--- config.mk ---
export PLATFORM = sky130hd
export DESIGN_NAME = sdf_cell
export DESIGN_NICKNAME = d
export VERILOG_FILES = /design/src/rtl/sdf_pkg.sv /design/src/rtl/sdf_cell.sv
export SDC_FILE = /design/constraint.sdc
export NUM_CORES = 1
export LEC_CHECK = 0
export ABC_AREA = 1
export BUFFER_PORTS_ARGS = -buffer_cell sky130_fd_sc_hd__buf_4
export CELL_PAD_IN_SITES_DETAIL_PLACEMENT = 1
export CELL_PAD_IN_SITES_GLOBAL_PLACEMENT = 1
export CORE_UTILIZATION = 43
export DETAILED_ROUTE_END_ITERATION = 7
export PLACE_DENSITY = 0.88
export SETUP_SLACK_MARGIN = 0.15
export SLEW_MARGIN = 15
export SYNTH_ARGS = -nofsm -noshare
export SYNTH_HDL_FRONTEND = slang
export SYNTH_SLANG_ARGS = --single-unit
--- constraint.sdc ---
create_clock -name clk -period 8.4 [get_ports clk]
set_clock_uncertainty 0.05 [all_clocks]
set_input_delay 2.1 -clock clk [delete_from_list [all_inputs] [get_ports clk]]
set_output_delay 2.1 -clock clk [all_outputs]
set_load 0.1 [all_outputs]
--- src/rtl/sdf_pkg.sv ---
// Shared types and default sizes for the stream duplicate filter.
`default_nettype none

package sdf_pkg;

  // Default sizes handed to the top level parameters
  localparam int SEEN_DEPTH_DEF  = 64;
  localparam int VALUE_WIDTH_DEF = 32;

  // Control bits that travel with a transaction along the cell chain
  typedef struct packed {
    logic valid;  // slot holds a transaction
    logic last;   // end of list marker
    logic found;  // value matched a stored entry upstream
    logic done;   // found, or stored by an upstream cell
  } sdf_tag_t;

  // Result flags held in the output stage
  typedef struct packed {
    logic keep;
    logic overflow;
    logic last;
  } sdf_flags_t;

endpackage

`default_nettype wire

--- src/rtl/sdf_cell.sv ---
// One cell of the filter chain: holds one seen value and checks passing transactions.
`default_nettype none

module sdf_cell
  import sdf_pkg::*;
#(
  parameter int VALUE_WIDTH = VALUE_WIDTH_DEF
) (
  input  wire logic                   clk,
  input  wire logic                   rst,
  input  wire logic                   adv,
  input  wire sdf_tag_t               tag_in,
  input  wire logic [VALUE_WIDTH-1:0] val_in,
  output sdf_tag_t                    tag_out,
  output logic      [VALUE_WIDTH-1:0] val_out
);

  logic                   occ;
  logic [VALUE_WIDTH-1:0] stored;
  logic                   match;
  logic                   take;

  // Compare against the held value; claim the cell if empty and not yet placed
  assign match = occ && (stored == val_in);
  assign take  = tag_in.valid && !tag_in.done && !occ;

  // Occupancy: set on claim, cleared once the end of list passes
  always_ff @(posedge clk) begin
    if (rst) begin
      occ <= 1'b0;
    end else if (adv && tag_in.valid) begin
      if (tag_in.last) begin
        occ <= 1'b0;
      end else if (take) begin
        occ <= 1'b1;
      end
    end
  end

  // Stored value, no reset needed
  always_ff @(posedge clk) begin
    if (adv && take) begin
      stored <= val_in;
    end
  end

  // Hand the transaction on to the next cell
  always_ff @(posedge clk) begin
    if (rst) begin
      tag_out <= '0;
    end else if (adv) begin
      tag_out.valid <= tag_in.valid;
      tag_out.last  <= tag_in.last;
      tag_out.found <= tag_in.found || match;
      tag_out.done  <= tag_in.done || match || take;
    end
  end

  always_ff @(posedge clk) begin
    if (adv) begin
      val_out <= val_in;
    end
  end

endmodule

`default_nettype wire

==> results by group, run 1 <==
Run status
  – Status: finished, final reports clean

Logic synthesis
  – Multiplexer share of the synthesized area: 0%
  – XOR/XNOR Fraction of Synth Area: 2.91%
  – Largest family of logic cells by synthesized area: simple AND/OR/NAND/NOR gates
  – Top cells by area, synth: edfxtp_1 71%, nand2_1 8.5%, inv_1 6.2%
  – Cell taking the most area after synthesis: edfxtp_1
  – Syn_area_per_cell: 11.9 µm²
  – Top-area cell type share of the netlist area: 70.9%
  – Unique masters post-synth: 18
  – Synth Instances: 228
  – Sequential share of the synthesized area: 74.6%
  – Syn Nets: 267
  – Compound-Gate Fraction of Synth Area: 3.37%
  – Post-Synth Simple-Gate Area: 12.7%
  – Post-Synth Adder-Cell Area: 0%
  – Synth Cell Area: 0.00271 mm²
  – YS warnings: 0
  – Synth Register Bits: 69

Pwr
  – VDD IR max: 0.111 mV
  – Pwr dens: 224 mW/mm²
  – Leakage: 0.00158 µW

Cells and area
  – Layout overhead on the synthesized area: 30.1%
  – Total Nets Final: 353
  – Commonest non-fill, non-tap cell in the layout: buf_4
  – Sequential cell area: 0.00202 mm²
  – Fill cells: 668
  – Layout cell share with drive strength beyond 1: 29.2%
  – Commonest non-fill, non-tap cells in the layout: 75 x buf_4, 64 x edfxtp_1, 61 x nand2_1, 45 x inv_1, 18 x nor2_1
  – Final Util: 58.8%
  – Diodes inserted: 0
  – Multi-input gate area: 519 µm²

Min path
  – Hold path start: tag_out[3]
  – Worst hold path class: reg2reg

Setup path
  – Critical path class: in2reg
  – Buffers & Inverters on Critical Path: 3
  – Slowest-stage cell, CP: buf_4
  – CP Capture Type: register
  – Critical path depth in cells: 5
  – Top Family by Delay on Critical Path: buffers and inverters
  – Critical path startpoint category: primary input
  – Worst Path Required: 8330 ps
  – Reg-to-reg endpoint: tag_out[1]
  – Max Fanout on Critical Path: 38
  – Data arrival time of the worst path: 3430 ps
  – Setup crit start: adv
  – R2R cell count: 8
  – R2r setup slk: 7010 ps
  – R2r startpoint: occ
  – Worst path most repeated cell: buf_4
  – Crit-path cells: buf_4 -> inv_2 -> or2_4 -> nor3_2 -> buf_4
  – Slowest cell delay on critical path: 430 ps
  – Crit path to: stored[0]

Timing
  – Hold slack: 420 ps
  – Worst slew pin tran: 484 ps
  – Setup TNS: 0 ps
  – Final hold vios: 0
  – Max Slew Vio Count: 0
  – Endpoints failing setup: 0
  – RSZ-0062 raised after global routing: false
  – Fin crit share: 41.6%
  – Slew margin rel.: 67.8%
  – Final worst path period need: 3500 ps
  – Fmax: 0.286 GHz

Route
  – Avg Vias per Cell: 4.79
  – Routed length per placed instance: 15.4 µm
  – Drc violations: 0
  – Via count: 1886
  – 1st-iter DRT viols: 114
  – 1st-pass router iterations: 4
  – Final ANT Viol Nets: 0
  – Drt total wl: 6060 µm

Clock network
  – Cts hold-fix bufs: 0
  – Post-CTS sizing: 0
  – Postcts setup bufs: 0
  – Clk_lat worst skew: 340 ps
  – Clock Path Buffers: 2
  – TritonCTS Buffers: 9
  – Reg clk slew, reported paths: 70 ps
  – CTS Sinks: 69
  – H-tree depth: 3
  – Clock root buffer master: clkbuf_8
  – TritonCTS clock tree: done

Run
  – Max-cap violations: 0

Place
  – Hpwl dp: 4460 µm
  – RD Place Congestion: 0.741
  – IO Port Bufs: 74

Die
  – Core area: 0.00599 mm²
  – Core Rows: 28
  – Die extent in y: 81.4 µm
  – Die area: 0.00662 mm²
  – Starting Density: 45.2%
  – IO Pins: 75
  – Die W: 81.4 µm

Global routing
  – Grt met2 use: 36.0%
  – Most used routing layer: met2
  – Vias in the first global route: 1992
  – Met1 usage: 22.6%
  – Largest net degree at the start of global routing: 39
  – GRT Util Overall: 20.5%
  – M3 GR Usage: 3.93%
  – Initial antenna violation count: 0
  – First-pass GRT wire length: 9470 µm
  – GR Overflow Total: 0
through the flow:
stage	power (µW)	setup WS (ps)	instance area [µm²]	std cells
3_3_place_gp	573	4650	3370	378
3_5_place_dp	579	4540	3370	378
2_1_floorplan	528	3320	2710	228
5_1_grt	814	4830	3520	394
4_1_cts	797	4910	3520	394
6_report	791	4900	3520	394
cell usage after synthesis (all sizes together):
library cell / instances
nor2: 18
o21ai: 10
or2: 3
xnor2: 5
dfxtp: 5
nand3: 3
nand2: 61
nor3: 1
edfxtp: 64
o22ai: 1
a31oi: 1
nand4: 1
xor2: 4
inv: 46
a21oi: 5
area by class of cell:
type	count	area share [%]
inverter	46	4.90
timing repair buffer	75	16.0
tap	75	2.66
clock inverter	4	0.532
multi-input combinational	113	14.7
sequential	69	57.4
clock buffer	12	3.83
worst min path at each step:
stage	slack, ps	cells past startpoint	endpoint
after global routing	450	2	tag_out[3]
after global placement	410	2	tag_out[3]
after detailed placement	410	2	tag_out[3]
after floorplan	490	4	occ
after CTS	420	2	tag_out[3]
final	420	2	tag_out[3]
metal layers:
metal | part of all wire [%] | wire length [µm]
met2 | 53 | 3230
met1 | 40 | 2440
met5 | 0 | 0
met4 | 3.1 | 186
met3 | 3.4 | 205
where the power goes:
| group | internal, µW | switching, µW | leakage [µW] |
|---|---|---|---|
| clock network | 105 | 116 | 0.0000816 |
| logic | 36.9 | 131 | 0.000852 |
| registers | 396 | 6.48 | 0.000648 |
| total | 538 | 253 | 0.00158 |
registers in the layout, indices dropped and copies added (netlist names):
register	count
tag_out	4
occ	1
val_out	32
stored	32
cells by family after synthesis:
logic type / after synthesis
AND/OR/NAND/NOR: 87
flip-flops: 69
buffers and inverters: 46
AO/OA/AOI/OAI: 17
XOR/XNOR: 9
tightest hold or removal path, stage by stage, from the launching register on:
cell	delay (ps)
dfxtp_1	320
nand2_1	60
a21oi_1	50
(Power assumes the default switching activity.)
==> run 2: changes to the inputs <==
--- a/config.mk
+++ b/config.mk
@@ -9,9 +9,9 @@
 export BUFFER_PORTS_ARGS = -buffer_cell sky130_fd_sc_hd__buf_4
 export CELL_PAD_IN_SITES_DETAIL_PLACEMENT = 1
 export CELL_PAD_IN_SITES_GLOBAL_PLACEMENT = 1
-export CORE_UTILIZATION = 43
+export CORE_UTILIZATION = 40
 export DETAILED_ROUTE_END_ITERATION = 7
-export PLACE_DENSITY = 0.88
+export PLACE_DENSITY = 0.83
 export SETUP_SLACK_MARGIN = 0.15
 export SLEW_MARGIN = 15
 export SYNTH_ARGS = -nofsm -noshare
==> constraint.sdc (replaced) <==
create_clock -name clk -period 3.36 [get_ports clk]
set_clock_uncertainty 0.05 [all_clocks]
set_input_delay 0.84 -clock clk [delete_from_list [all_inputs] [get_ports clk]]
set_output_delay 0.84 -clock clk [all_outputs]
set_load 0.1 [all_outputs]
==> results by group, run 2 (synthesis gave the netlist of run 1 again) <==
Timing
  – RSZ-0062 raised after global routing: false
  – Max Slew Vio Count: 0
  – Endpoints failing setup: 0
  – Fin crit share: 55.6%
  – Setup TNS: 0 ps
  – Final worst path period need: 1870 ps
  – Final hold vios: 0
  – Fmax: 0.535 GHz
  – Worst slew pin tran: 459 ps
  – Slew margin rel.: 69.4%

Setup path
  – R2R cell count: 9
  – Slowest cell delay on critical path: 340 ps
  – Reg-to-reg endpoint: tag_out[0]
  – Critical path depth in cells: 1
  – Max Fanout on Critical Path: 2
  – R2r setup slk: 1900 ps
  – Setup crit start: tag_out[3]
  – Top Family by Delay on Critical Path: flip-flops
  – Data arrival time of the worst path: 980 ps
  – Worst Path Required: 2470 ps
  – Crit path to: tag_out[3]
  – Crit-path cells: buf_4
  – R2r startpoint: stored[26]
  – Buffers & Inverters on Critical Path: 1
  – Critical path startpoint category: register
  – CP Capture Type: output pin
  – Slowest-stage cell, CP: dfxtp_1
  – Critical path class: reg2out

Clock network
  – Clk_lat worst skew: 340 ps
  – TritonCTS clock tree: done
  – H-tree depth: 3
  – Clock Path Buffers: 2
  – Postcts setup bufs: 0
  – TritonCTS Buffers: 9
  – Reg clk slew, reported paths: 70 ps
  – CTS Sinks: 69
  – Clock root buffer master: clkbuf_8
  – Cts hold-fix bufs: 0
  – Post-CTS sizing: 0

Route
  – Avg Vias per Cell: 4.68
  – Routed length per placed instance: 14.2 µm
  – Drc violations: 10
  – 1st-iter DRT viols: 112
  – Drt total wl: 5630 µm
  – Via count: 1856
  – Final ANT Viol Nets: 0
  – 1st-pass router iterations: 6

Min path
  – Hold path start: tag_out[3]
  – Worst hold path class: reg2reg

Place
  – Hpwl dp: 4040 µm
  – IO Port Bufs: 74
  – RD Place Congestion: 0.757

Cells and area
  – Total Nets Final: 354
  – Commonest non-fill, non-tap cells in the layout: 76 x buf_4, 64 x edfxtp_1, 61 x nand2_1, 45 x inv_1, 18 x nor2_1
  – Commonest non-fill, non-tap cell in the layout: buf_4
  – Top flop regs: stored: 32 flops, val_out: 32 flops, tag_out: 4 flops
  – Layout overhead on the synthesized area: 32.6%
  – Layout cell share with drive strength beyond 1: 29.7%
  – Diodes inserted: 0

Pwr
  – VDD IR max: 0.296 mV
  – Total chip power: 2140 µW
  – Pwr dens: 595 mW/mm²
  – Leakage: 0.00161 µW

Run status
  – Violated checks: design-rule violations
  – Status: finished with violations

Global routing
  – Initial antenna violation count: 0
  – GRT Util Overall: 17.4%
  – Vias in the first global route: 1975
  – Largest net degree at the start of global routing: 38
  – GR Overflow Total: 0
  – First-pass GRT wire length: 9280 µm

Die
  – Die extent in y: 84.3 µm
  – Die W: 84.3 µm
  – IO Pins: 75
  – Core area: 0.00646 mm²
  – Core Rows: 29
  – Die area: 0.00710 mm²
  – Starting Density: 41.9%

Run
  – Max-cap violations: 0
-- run 2: worst min-delay path by stage --
stage,endpoint,cells after the start
after floorplan,occ,4
after global placement,tag_out[3],2
after detailed placement,tag_out[3],2
after CTS,tag_out[3],2
after global routing,tag_out[3],2
final,tag_out[3],2
-- run 2: final cells by class --
cell class              count  area [µm²]
clock buffers              10         128
flip-flops and latches     69        2020
multi-input cells         113         526
well taps                  77        96.3
inverters                  46         173
clock inverters             6        77.6
fillers                   695        2870
repair buffers             76         571
-- run 2: stage by stage --
step | std cells | setup WS (ps) | area (µm²) | utilization [%] | hold slack, ps
CTS | 397 | 1470 | 3590 | 55.6 | 421
global placement | 381 | 1230 | 3390 | 52.4 | 398
floorplan | 228 | 529 | 2710 | - | 502
finish | 397 | 1490 | 3590 | 55.6 | 418
global route | 397 | 1450 | 3590 | 55.6 | 436
detailed placement | 381 | 1180 | 3390 | 52.4 | 406
-- run 2: power by group --
part | internal (µW) | switching, µW | total [µW]
Sequential | 991 | 15.3 | 1010
Clock | 411 | 304 | 714
Combinational | 93.1 | 323 | 417
Total | 1490 | 642 | 2140
-- run 2: per-layer routing --
| layer | global-route usage [%] | wire, µm | up-vias |
|---|---|---|---|
| li1 | - | - | 907 |
| met1 | 19.9 | 2320 | 884 |
| met2 | 29.6 | 2880 | 52 |
| met3 | 4.62 | 290 | 13 |
| met4 | 10.2 | 139 | 0 |
| met5 | 0 | 0 | - |
-- run 2: worst reg2reg max path: cells and delay by family, from the launching register on --
kind                   cells  cell delay (ps)
buffers and inverters      1               70
AOI/OAI and AO/OA          1              170
and+or+nand+nor            7              710
DFF                        1              400
