[src/rtl/sdf_pkg.sv]
// Shared types and default sizes for the stream duplicate filter.
`default_nettype none

package sdf_pkg;

  // Default sizes handed to the top level parameters
  localparam int SEEN_DEPTH_DEF  = 64;
  localparam int VALUE_WIDTH_DEF = 32;

  // Control bits that travel with a transaction along the cell chain
  typedef struct packed {
    logic valid;  // slot holds a transaction
    logic last;   // end of list marker
    logic found;  // value matched a stored entry upstream
    logic done;   // found, or stored by an upstream cell
  } sdf_tag_t;

  // Result flags held in the output stage
  typedef struct packed {
    logic keep;
    logic overflow;
    logic last;
  } sdf_flags_t;

endpackage

`default_nettype wire

[src/rtl/sdf_out_if.sv]
// Output channel of the duplicate filter: one result per transaction.
`default_nettype none

interface sdf_out_if #(
  parameter int VALUE_WIDTH = 32
);
  logic                          valid;
  logic                          ready;
  logic signed [VALUE_WIDTH-1:0] value_out;
  logic                          keep;
  logic                          overflow;
  logic                          end_out;

  modport source (output valid, output value_out, output keep, output overflow,
                  output end_out, input ready);
  modport sink   (input valid, input value_out, input keep, input overflow,
                  input end_out, output ready);
endinterface

`default_nettype wire

[src/rtl/sdf_skid.sv]
// Two-entry output stage that decouples the cell chain from the receiver.
`default_nettype none

module sdf_skid
  import sdf_pkg::*;
#(
  parameter int VALUE_WIDTH = VALUE_WIDTH_DEF
) (
  input  wire logic                   clk,
  input  wire logic                   rst,
  input  wire logic                   push,
  input  wire logic [VALUE_WIDTH-1:0] push_value,
  input  wire sdf_flags_t             push_flags,
  output logic                        room,
  sdf_out_if.source                   dout
);

  logic [1:0]             count;
  logic [VALUE_WIDTH-1:0] front_value;
  logic [VALUE_WIDTH-1:0] tail_value;
  sdf_flags_t             head_flags;
  sdf_flags_t             tail_flags;
  logic                   pop;

  assign pop  = (count != 2'd0) && dout.ready;
  assign room = (count != 2'd2);

  assign dout.valid     = (count != 2'd0);
  assign dout.value_out = front_value;
  assign dout.keep      = head_flags.keep;
  assign dout.overflow  = head_flags.overflow;
  assign dout.end_out   = head_flags.last;

  // Fill level
  always_ff @(posedge clk) begin
    if (rst) begin
      count <= 2'd0;
    end else if (push && !pop) begin
      count <= count + 2'd1;
    end else if (!push && pop) begin
      count <= count - 2'd1;
    end
  end

  // Data movement between head and tail
  always_ff @(posedge clk) begin
    if (push && !pop) begin
      if (count == 2'd0) begin
        front_value <= push_value;
        head_flags  <= push_flags;
      end else begin
        tail_value <= push_value;
        tail_flags <= push_flags;
      end
    end else if (push && pop) begin
      if (count == 2'd1) begin
        front_value <= push_value;
        head_flags  <= push_flags;
      end else begin
        front_value <= tail_value;
        head_flags  <= tail_flags;
        tail_value  <= push_value;
        tail_flags  <= push_flags;
      end
    end else if (pop) begin
      front_value <= tail_value;
      head_flags  <= tail_flags;
    end
  end

endmodule

`default_nettype wire

[src/flat_wrapper.sv]
// flat-port wrapper written by rule: the top's interface ports become plain ports
module sdf_skid_flat import sdf_pkg::*;
#(
  parameter int VALUE_WIDTH = VALUE_WIDTH_DEF
)
  (clk, rst, push, push_value, push_flags, room, dout_valid, dout_value_out, dout_keep, dout_overflow, dout_end_out, dout_ready);
  sdf_out_if #(.VALUE_WIDTH(VALUE_WIDTH)) dout_i ();
  input  wire logic clk;
  input  wire logic rst;
  input  wire logic push;
  input  wire logic [VALUE_WIDTH-1:0] push_value;
  input  wire sdf_flags_t push_flags;
  output logic room;
  output wire logic [$bits(dout_i.valid)-1:0] dout_valid;
  output wire logic [$bits(dout_i.value_out)-1:0] dout_value_out;
  output wire logic [$bits(dout_i.keep)-1:0] dout_keep;
  output wire logic [$bits(dout_i.overflow)-1:0] dout_overflow;
  output wire logic [$bits(dout_i.end_out)-1:0] dout_end_out;
  input wire logic [$bits(dout_i.ready)-1:0] dout_ready;
  assign dout_valid = dout_i.valid;
  assign dout_value_out = dout_i.value_out;
  assign dout_keep = dout_i.keep;
  assign dout_overflow = dout_i.overflow;
  assign dout_end_out = dout_i.end_out;
  assign dout_i.ready = dout_ready;
  sdf_skid #(.VALUE_WIDTH(VALUE_WIDTH)) u_core (.clk(clk), .rst(rst), .push(push), .push_value(push_value), .push_flags(push_flags), .room(room), .dout(dout_i));
endmodule
[config.mk]
export PLATFORM = sky130hd
export DESIGN_NAME = sdf_skid_flat
export DESIGN_NICKNAME = d
export VERILOG_FILES = /design/src/rtl/sdf_pkg.sv /design/src/rtl/sdf_out_if.sv /design/src/rtl/sdf_skid.sv /design/src/flat_wrapper.sv
export SDC_FILE = /design/constraint.sdc
export NUM_CORES = 1
export LEC_CHECK = 0
export BUFFER_PORTS_ARGS = -buffer_cell sky130_fd_sc_hd__buf_2
export CORE_MARGIN = 4
export CORE_UTILIZATION = 55
export DETAILED_ROUTE_END_ITERATION = 16
export PLACE_DENSITY_LB_ADDON = 0.05
export REMOVE_ABC_BUFFERS = 1
export SLEW_MARGIN = 20
export SYNTH_ARGS = -nofsm -noshare
export SYNTH_HDL_FRONTEND = slang
export SYNTH_SLANG_ARGS = --single-unit
[constraint.sdc]
create_clock -name clk -period 9.49 [get_ports clk]
set_clock_uncertainty 0.2 [all_clocks]
set_input_delay 1.4235 -clock clk [delete_from_list [all_inputs] [get_ports clk]]
set_output_delay 1.4235 -clock clk [all_outputs]
set_load 0.01 [all_outputs]
==> results.py, run 1 <==
metrics = {
    "run_status": {
        "status": "completed",
    },
    "critical_path": {
        "critPathMaxFanout": 35,
        "required_ns": 9.37,
        "crit_slowest_cell": "buf_4",
        "arrival_ns": 2.92,
        "endpoint_kind": "flip-flop",
        "critPathTopFamily": "buffers and inverters",
        "critical_path.cell_chain": "buf_2, nand2_1, ha_1, a41oi_4, buf_4, mux2_2",
        "worstPathBufferInverterCount": 2,
        "cp-start-kind": "input pin",
        "worstSetupPathType": "in2reg",
        "cp_slowest_stage_delay_ns": 0.43,
    },
    "cts": {
        "clockBufferDepth": 2,
        "root_buffer": "clkbuf_8",
        "postCtsHoldBufs": 0,
        "clkLatencyLatePin_ns": 0.32,
        "cts.clk_slew.worst_paths_ns": 0.07,
        "htree_levels": 3,
        "cts_resized": 0,
        "cts_tree": "built",
        "cts_buffers": 9,
        "post_cts_buffers": 0,
        "cts_sinks": 72,
    },
    "sta": {
        "slew_viol_final": 0,
        "clock.fmax_ghz": 0.329,
        "fin_crit_sh": 0.320,
        "hold_viol": 0,
        "rsz0062_at_grt": "false",
        "worst_slack_ns": 6.45,
        "setup_viol": 0,
        "setup_tns_ns": 0,
        "relSlewSlack": 0.685,
        "worst_slew_pin_slew_ns": 0.472,
        "min_period_ns": 3.04,
    },
    "power_and_ir_drop": {
        "vdd_ir_drop_max_uv": 207,
        "p_leak_nw": 1.30,
        "power_uw": 959,
        "power_density_nw_per_um2": 284,
    },
    "synth": {
        "synth_cells": 134,
        "ys_ff_latch": 72,
        "synthMuxAreaShare": 0.147,
        "synthXorXnorAreaFrac": 0.00319,
        "synthFlopType": "edfxtp_1",
        "synth_cell_types": 17,
        "synth_warnings": 0,
        "yosys.area_share.adder": 0.0228,
        "synth_top_family_by_area": "multiplexers",
        "syn-mean-instance-area_um2": 20.5,
        "synth-compound-area-share": 0.0155,
        "yosys.area_share.simple": 0.0123,
        "synth-edff-count": 70,
        "syn-cell-area_um2": 2750,
        "post-synth-top-area-cell": "edfxtp_1",
        "synth-seq-area-share": 0.780,
        "yosysTopAreaCellShare": 0.765,
        "async_reset_ff_frac": 0,
        "synth_area_leaders": "edfxtp_1 77%, mux2_2 14%, ha_1 2.3%",
    },
    "finish": {
        "fin_area_um2": 3370,
        "n_antenna_cell": 0,
        "syn2layout_area_growth_pct": 22.7,
        "seqCellArea_um2": 2140,
        "multi_input_area_um2": 557,
        "nets": 264,
        "nFillCells": 349,
        "drive_gt1_frac": 0.573,
    },
    "drt": {
        "vias": 1446,
        "drt-pass1-iter-count": 4,
        "drt-total-wl_um": 4680,
        "vias_per_cell": 4.95,
        "drc_errors": 0,
        "post_drt_wl_per_cell_um": 16.0,
        "initialDrtViolationCount": 44,
        "final_antenna_net_count": 0,
    },
    "placed_design": {
        "place_area_um2": 3200,
        "hpwl_um": 3300,
        "dpl_worst_slack_ns": 6.09,
        "port_buffers": 75,
        "gp_congestion": 0.658,
    },
    "die": {
        "dieWidth_um": 78.7,
        "core_area_um2": 4790,
        "initial_core_util": 0.574,
        "die_h_um": 78.7,
        "num_rows": 25,
        "dieArea_um2": 6190,
        "io_pins": 76,
    },
    "global_routing": {
        "grt_util_met1": 0.203,
        "use_met3": 0.0608,
        "grt_max_degree": 36,
        "grt_pass1_wl_um": 7670,
        "top_usage_layer": "met2",
        "grt-ovfl-total": 0,
        "met2_usage": 0.272,
        "grt_use_total": 0.167,
        "grt_pass1_vias": 1580,
        "antenna_found_initial": 0,
    },
    "worst_hold_path": {
        "holdCritPathClass": "reg2reg",
    },
    "flow_run": {
        "maxCapViolations": 0,
    },
}
[registers in the layout, summed over array words and instances (netlist names)]
register / cells
u_core.dout.value_out: 32
u_core.tail_value: 32
u_core.tail_flags: 3
u_core.count: 2
u_core.dout.end_out: 1
u_core.dout.keep: 1
u_core.dout.overflow: 1
[through the flow]
step	utilization	hold WS [ns]	cells
3_5_place_dp	0.668	0.317	276
5_1_grt	0.704	0.365	292
2_1_floorplan	-	0.268	131
3_3_place_gp	0.668	0.278	276
6_report	0.704	0.317	292
4_1_cts	0.704	0.327	292
[cells by family after synthesis]
family | after synthesis
DFF | 72
AOI/OAI and AO/OA | 4
xor gates and xnor gates | 1
buffers and inverters | 8
muxes | 36
and+or+nand+nor | 8
adders and majority gates | 5
[cell usage after synthesis (2+ instances only)]
cell and number:
a21oi_1 2, mux2_2 33, ha_1 5, edfxtp_1 70
nand2_1 4, nor2_1 2, mux2_1 2, inv_1 4
buf_6 3, dfxtp_1 2
[report_power, final]
group | total [mW] | switching (mW) | leakage (nW) | internal (mW)
Clock | 0.203 | 0.109 | 0.0870 | 0.0947
Combinational | 0.251 | 0.149 | 0.531 | 0.102
Sequential | 0.505 | 0.0241 | 0.680 | 0.480
Total | 0.959 | 0.282 | 1.30 | 0.677
[per-layer routing]
| metal | wire length, um | share of wire | vias to the layer above |
|---|---|---|---|
| li1 | - | - | 695 |
| met1 | 1900 | 0.41 | 698 |
| met2 | 2380 | 0.51 | 47 |
| met3 | 340 | 0.073 | 6 |
| met4 | 61 | 0.013 | 0 |
| met5 | 0 | 0 | - |
[path summary, 6_finish.rpt]
path                                to  slack, ns            start  depth (start not counted)
max          u_core.dout.value_out[12]       6.45       dout_ready                          6
min                    u_core.count[0]       0.32  u_core.count[0]                          2
max reg2reg  u_core.dout.value_out[12]       6.86  u_core.count[0]                          8
min reg2reg            u_core.count[0]       0.32  u_core.count[0]                          2
[worst min-delay path: cells and delay by family, from the launching register on]
family	cells	cell delay (ns)
AOI/OAI and AO/OA	1	0.06
DFF	1	0.34
and+or+nand+nor	1	0.08
[cell type report]
class / count / share of cell area
sequential: 72 / 0.635
inverter: 5 / 0.00557
clock inverter: 7 / 0.0141
multi-input combinational: 54 / 0.165
timing repair buffer: 78 / 0.118
tap: 67 / 0.0249
clock buffer: 9 / 0.0367
[layout by cell type (no fill, tap or decap)]
master | Yosys | layout
a21oi_1 | 2 | 2
a41oi_4 | 1 | 1
buf_2 | 0 | 75
buf_4 | 0 | 3
clkbuf_8 | 0 | 9
clkinv_1 | 0 | 1
clkinv_2 | 0 | 2
clkinv_4 | 0 | 2
clkinvlp_4 | 0 | 1
dfxtp_1 | 2 | 2
edfxtp_1 | 70 | 70
ha_1 | 5 | 5
inv_1 | 4 | 4
inv_2 | 1 | 1
inv_6 | 0 | 1
mux2_1 | 2 | 2
mux2_2 | 33 | 33
mux2i_1 | 1 | 1
nand2_1 | 4 | 4
nor2_1 | 2 | 2
nor2b_1 | 1 | 1
nor3_2 | 0 | 1
o21ai_0 | 1 | 1
xnor2_1 | 1 | 1
Note: power is estimated with default switching activity, not from simulation.
==> run 2: changes to the inputs <==
- CORE_UTILIZATION: 55 -> 46
- clock period: 9.49 -> 2.6 ns (I/O delays scaled with it)
==> results.py, run 2 (synthesized netlist as in run 1, its figures left out) <==
metrics = {
    "run_status": {
        "status": "completed",
    },
    "sta": {
        "fin_crit_sh": 0.942,
        "min_period_ns": 2.45,
        "worst_slew_pin_slew_ns": 0.261,
        "hold_viol": 0,
        "worst_slack_ns": 0.152,
        "hold_ws_ns": 0.0371,
        "setup_viol": 0,
        "rsz0062_at_grt": "false",
        "setup_tns_ns": 0,
        "clock.fmax_ghz": 0.408,
        "slew_viol_final": 0,
        "relSlewSlack": 0.826,
    },
    "die": {
        "dieArea_um2": 7270,
        "core_area_um2": 5640,
        "die_h_um": 85.3,
        "num_rows": 27,
        "io_pins": 76,
        "dieWidth_um": 85.3,
        "initial_core_util": 0.487,
    },
    "critical_path": {
        "critPathMaxFanout": 35,
        "critPathMostFrequentCell": "ha_1",
        "critical_path.cell_chain": "inv_1, ha_1, inv_2, nand2_1, ha_1, a41oi_4, buf_12, mux2_2",
        "crit_slowest_cell": "dfxtp_1",
        "required_ns": 2.49,
        "worstSetupPathType": "reg2reg",
        "cp_slowest_stage_delay_ns": 0.37,
        "endpoint_kind": "flip-flop",
        "cp-start-kind": "flip-flop",
        "arrival_ns": 2.34,
    },
    "drt": {
        "drt-total-wl_um": 4890,
        "initialDrtViolationCount": 86,
        "vias": 1458,
        "drt-pass1-iter-count": 4,
        "final_antenna_net_count": 0,
        "drc_errors": 0,
        "post_drt_wl_per_cell_um": 16.3,
        "vias_per_cell": 4.86,
    },
    "global_routing": {
        "grt_pass1_wl_um": 7790,
        "antenna_found_initial": 0,
        "grt_pass1_vias": 1602,
        "grt_use_total": 0.144,
        "grt-ovfl-total": 0,
        "grt_max_degree": 36,
    },
    "finish": {
        "nets": 267,
        "fin_util": 0.614,
        "drive_gt1_frac": 0.579,
        "fin_area_um2": 3460,
        "mostFrequentLayoutCell": "buf_2",
        "syn2layout_area_growth_pct": 26.1,
        "nFillCells": 440,
        "n_antenna_cell": 0,
        "fin_cells": 300,
        "layout_common_cells": "75 x buf_2, 70 x edfxtp_1, 33 x mux2_2",
    },
    "power_and_ir_drop": {
        "power_density_nw_per_um2": 1080,
        "p_leak_nw": 1.34,
        "power_mw": 3.74,
        "vdd_ir_drop_max_uv": 528,
    },
    "cts": {
        "root_buffer": "clkbuf_8",
        "clkLatencyLatePin_ns": 0.34,
        "htree_levels": 3,
        "cts_resized": 0,
        "cts_tree": "built",
        "cts_sinks": 72,
        "clockBufferDepth": 2,
        "cts_buffers": 9,
        "cts.clk_slew.worst_paths_ns": 0.07,
    },
    "placed_design": {
        "port_buffers": 75,
        "dpl_worst_slack_ns": 0.148,
        "place_area_um2": 3230,
        "hpwl_um": 3470,
        "gp_congestion": 0.768,
        "dpl.cell_count": 283,
    },
    "worst_hold_path": {
        "holdCritPathClass": "in2reg",
    },
    "flow_run": {
        "maxCapViolations": 0,
    },
}
[run 2: changes by cell type in the layout (fill, tap and decap cells not counted), sizes merged]
cell	change
bufinv	+2
buf	+2
clkinv	-2
dlygate4sd3	+1
[run 2: power by group]
part	switching (mW)	leakage [nW]	internal [mW]
registers	0.0868	0.680	1.75
logic	0.557	0.550	0.399
clock network	0.411	0.110	0.541
total	1.05	1.34	2.69
[run 2: path summary, 6_finish.rpt]
path	startpoint	end	slack (ns)	cells past startpoint
hold reg to reg	u_core.count[0]	u_core.count[0]	0.30	2
setup / recovery	u_core.count[0]	u_core.dout.value_out[24]	0.15	8
setup reg to reg	u_core.count[0]	u_core.dout.value_out[24]	0.15	8
hold / removal	push_flags[0]	u_core.tail_flags[0]	0.04	1
[run 2: cell type report]
cell class | count | area (um2) | area share
Clock buffer | 9 | 124 | 0.0358
Clock inverter | 7 | 95.1 | 0.0275
Multi-Input combinational cell | 54 | 557 | 0.161
Inverter | 5 | 18.8 | 0.00542
Sequential cell | 72 | 2140 | 0.619
Timing Repair Buffer | 81 | 435 | 0.126
Tap cell | 72 | 90.1 | 0.0260
[run 2: critical path, delay by kind of cell, from the launching register on]
family / cells / cell delay, ns
adders and majority gates: 2 / 0.50
buffers and inverters: 3 / 0.43
DFF: 1 / 0.37
muxes: 1 / 0.37
AOI/OAI and AO/OA: 1 / 0.21
and+or+nand+nor: 1 / 0.10
[run 2: repair_timing]
item,in CTS,in global routing
endpoints found under the setup margin,0,0
endpoints found under the hold margin,2,0
hold buffers,1,0
buffers inserted,0,0
[run 2: metal layers]
layer  vias to the layer above  share of wire  global-route usage
li1                        693              -                   -
met1                       710           0.39               0.163
met2                        46           0.52               0.239
met3                         9          0.075              0.0476
met4                         0          0.019              0.0820
met5                         -              0                   0
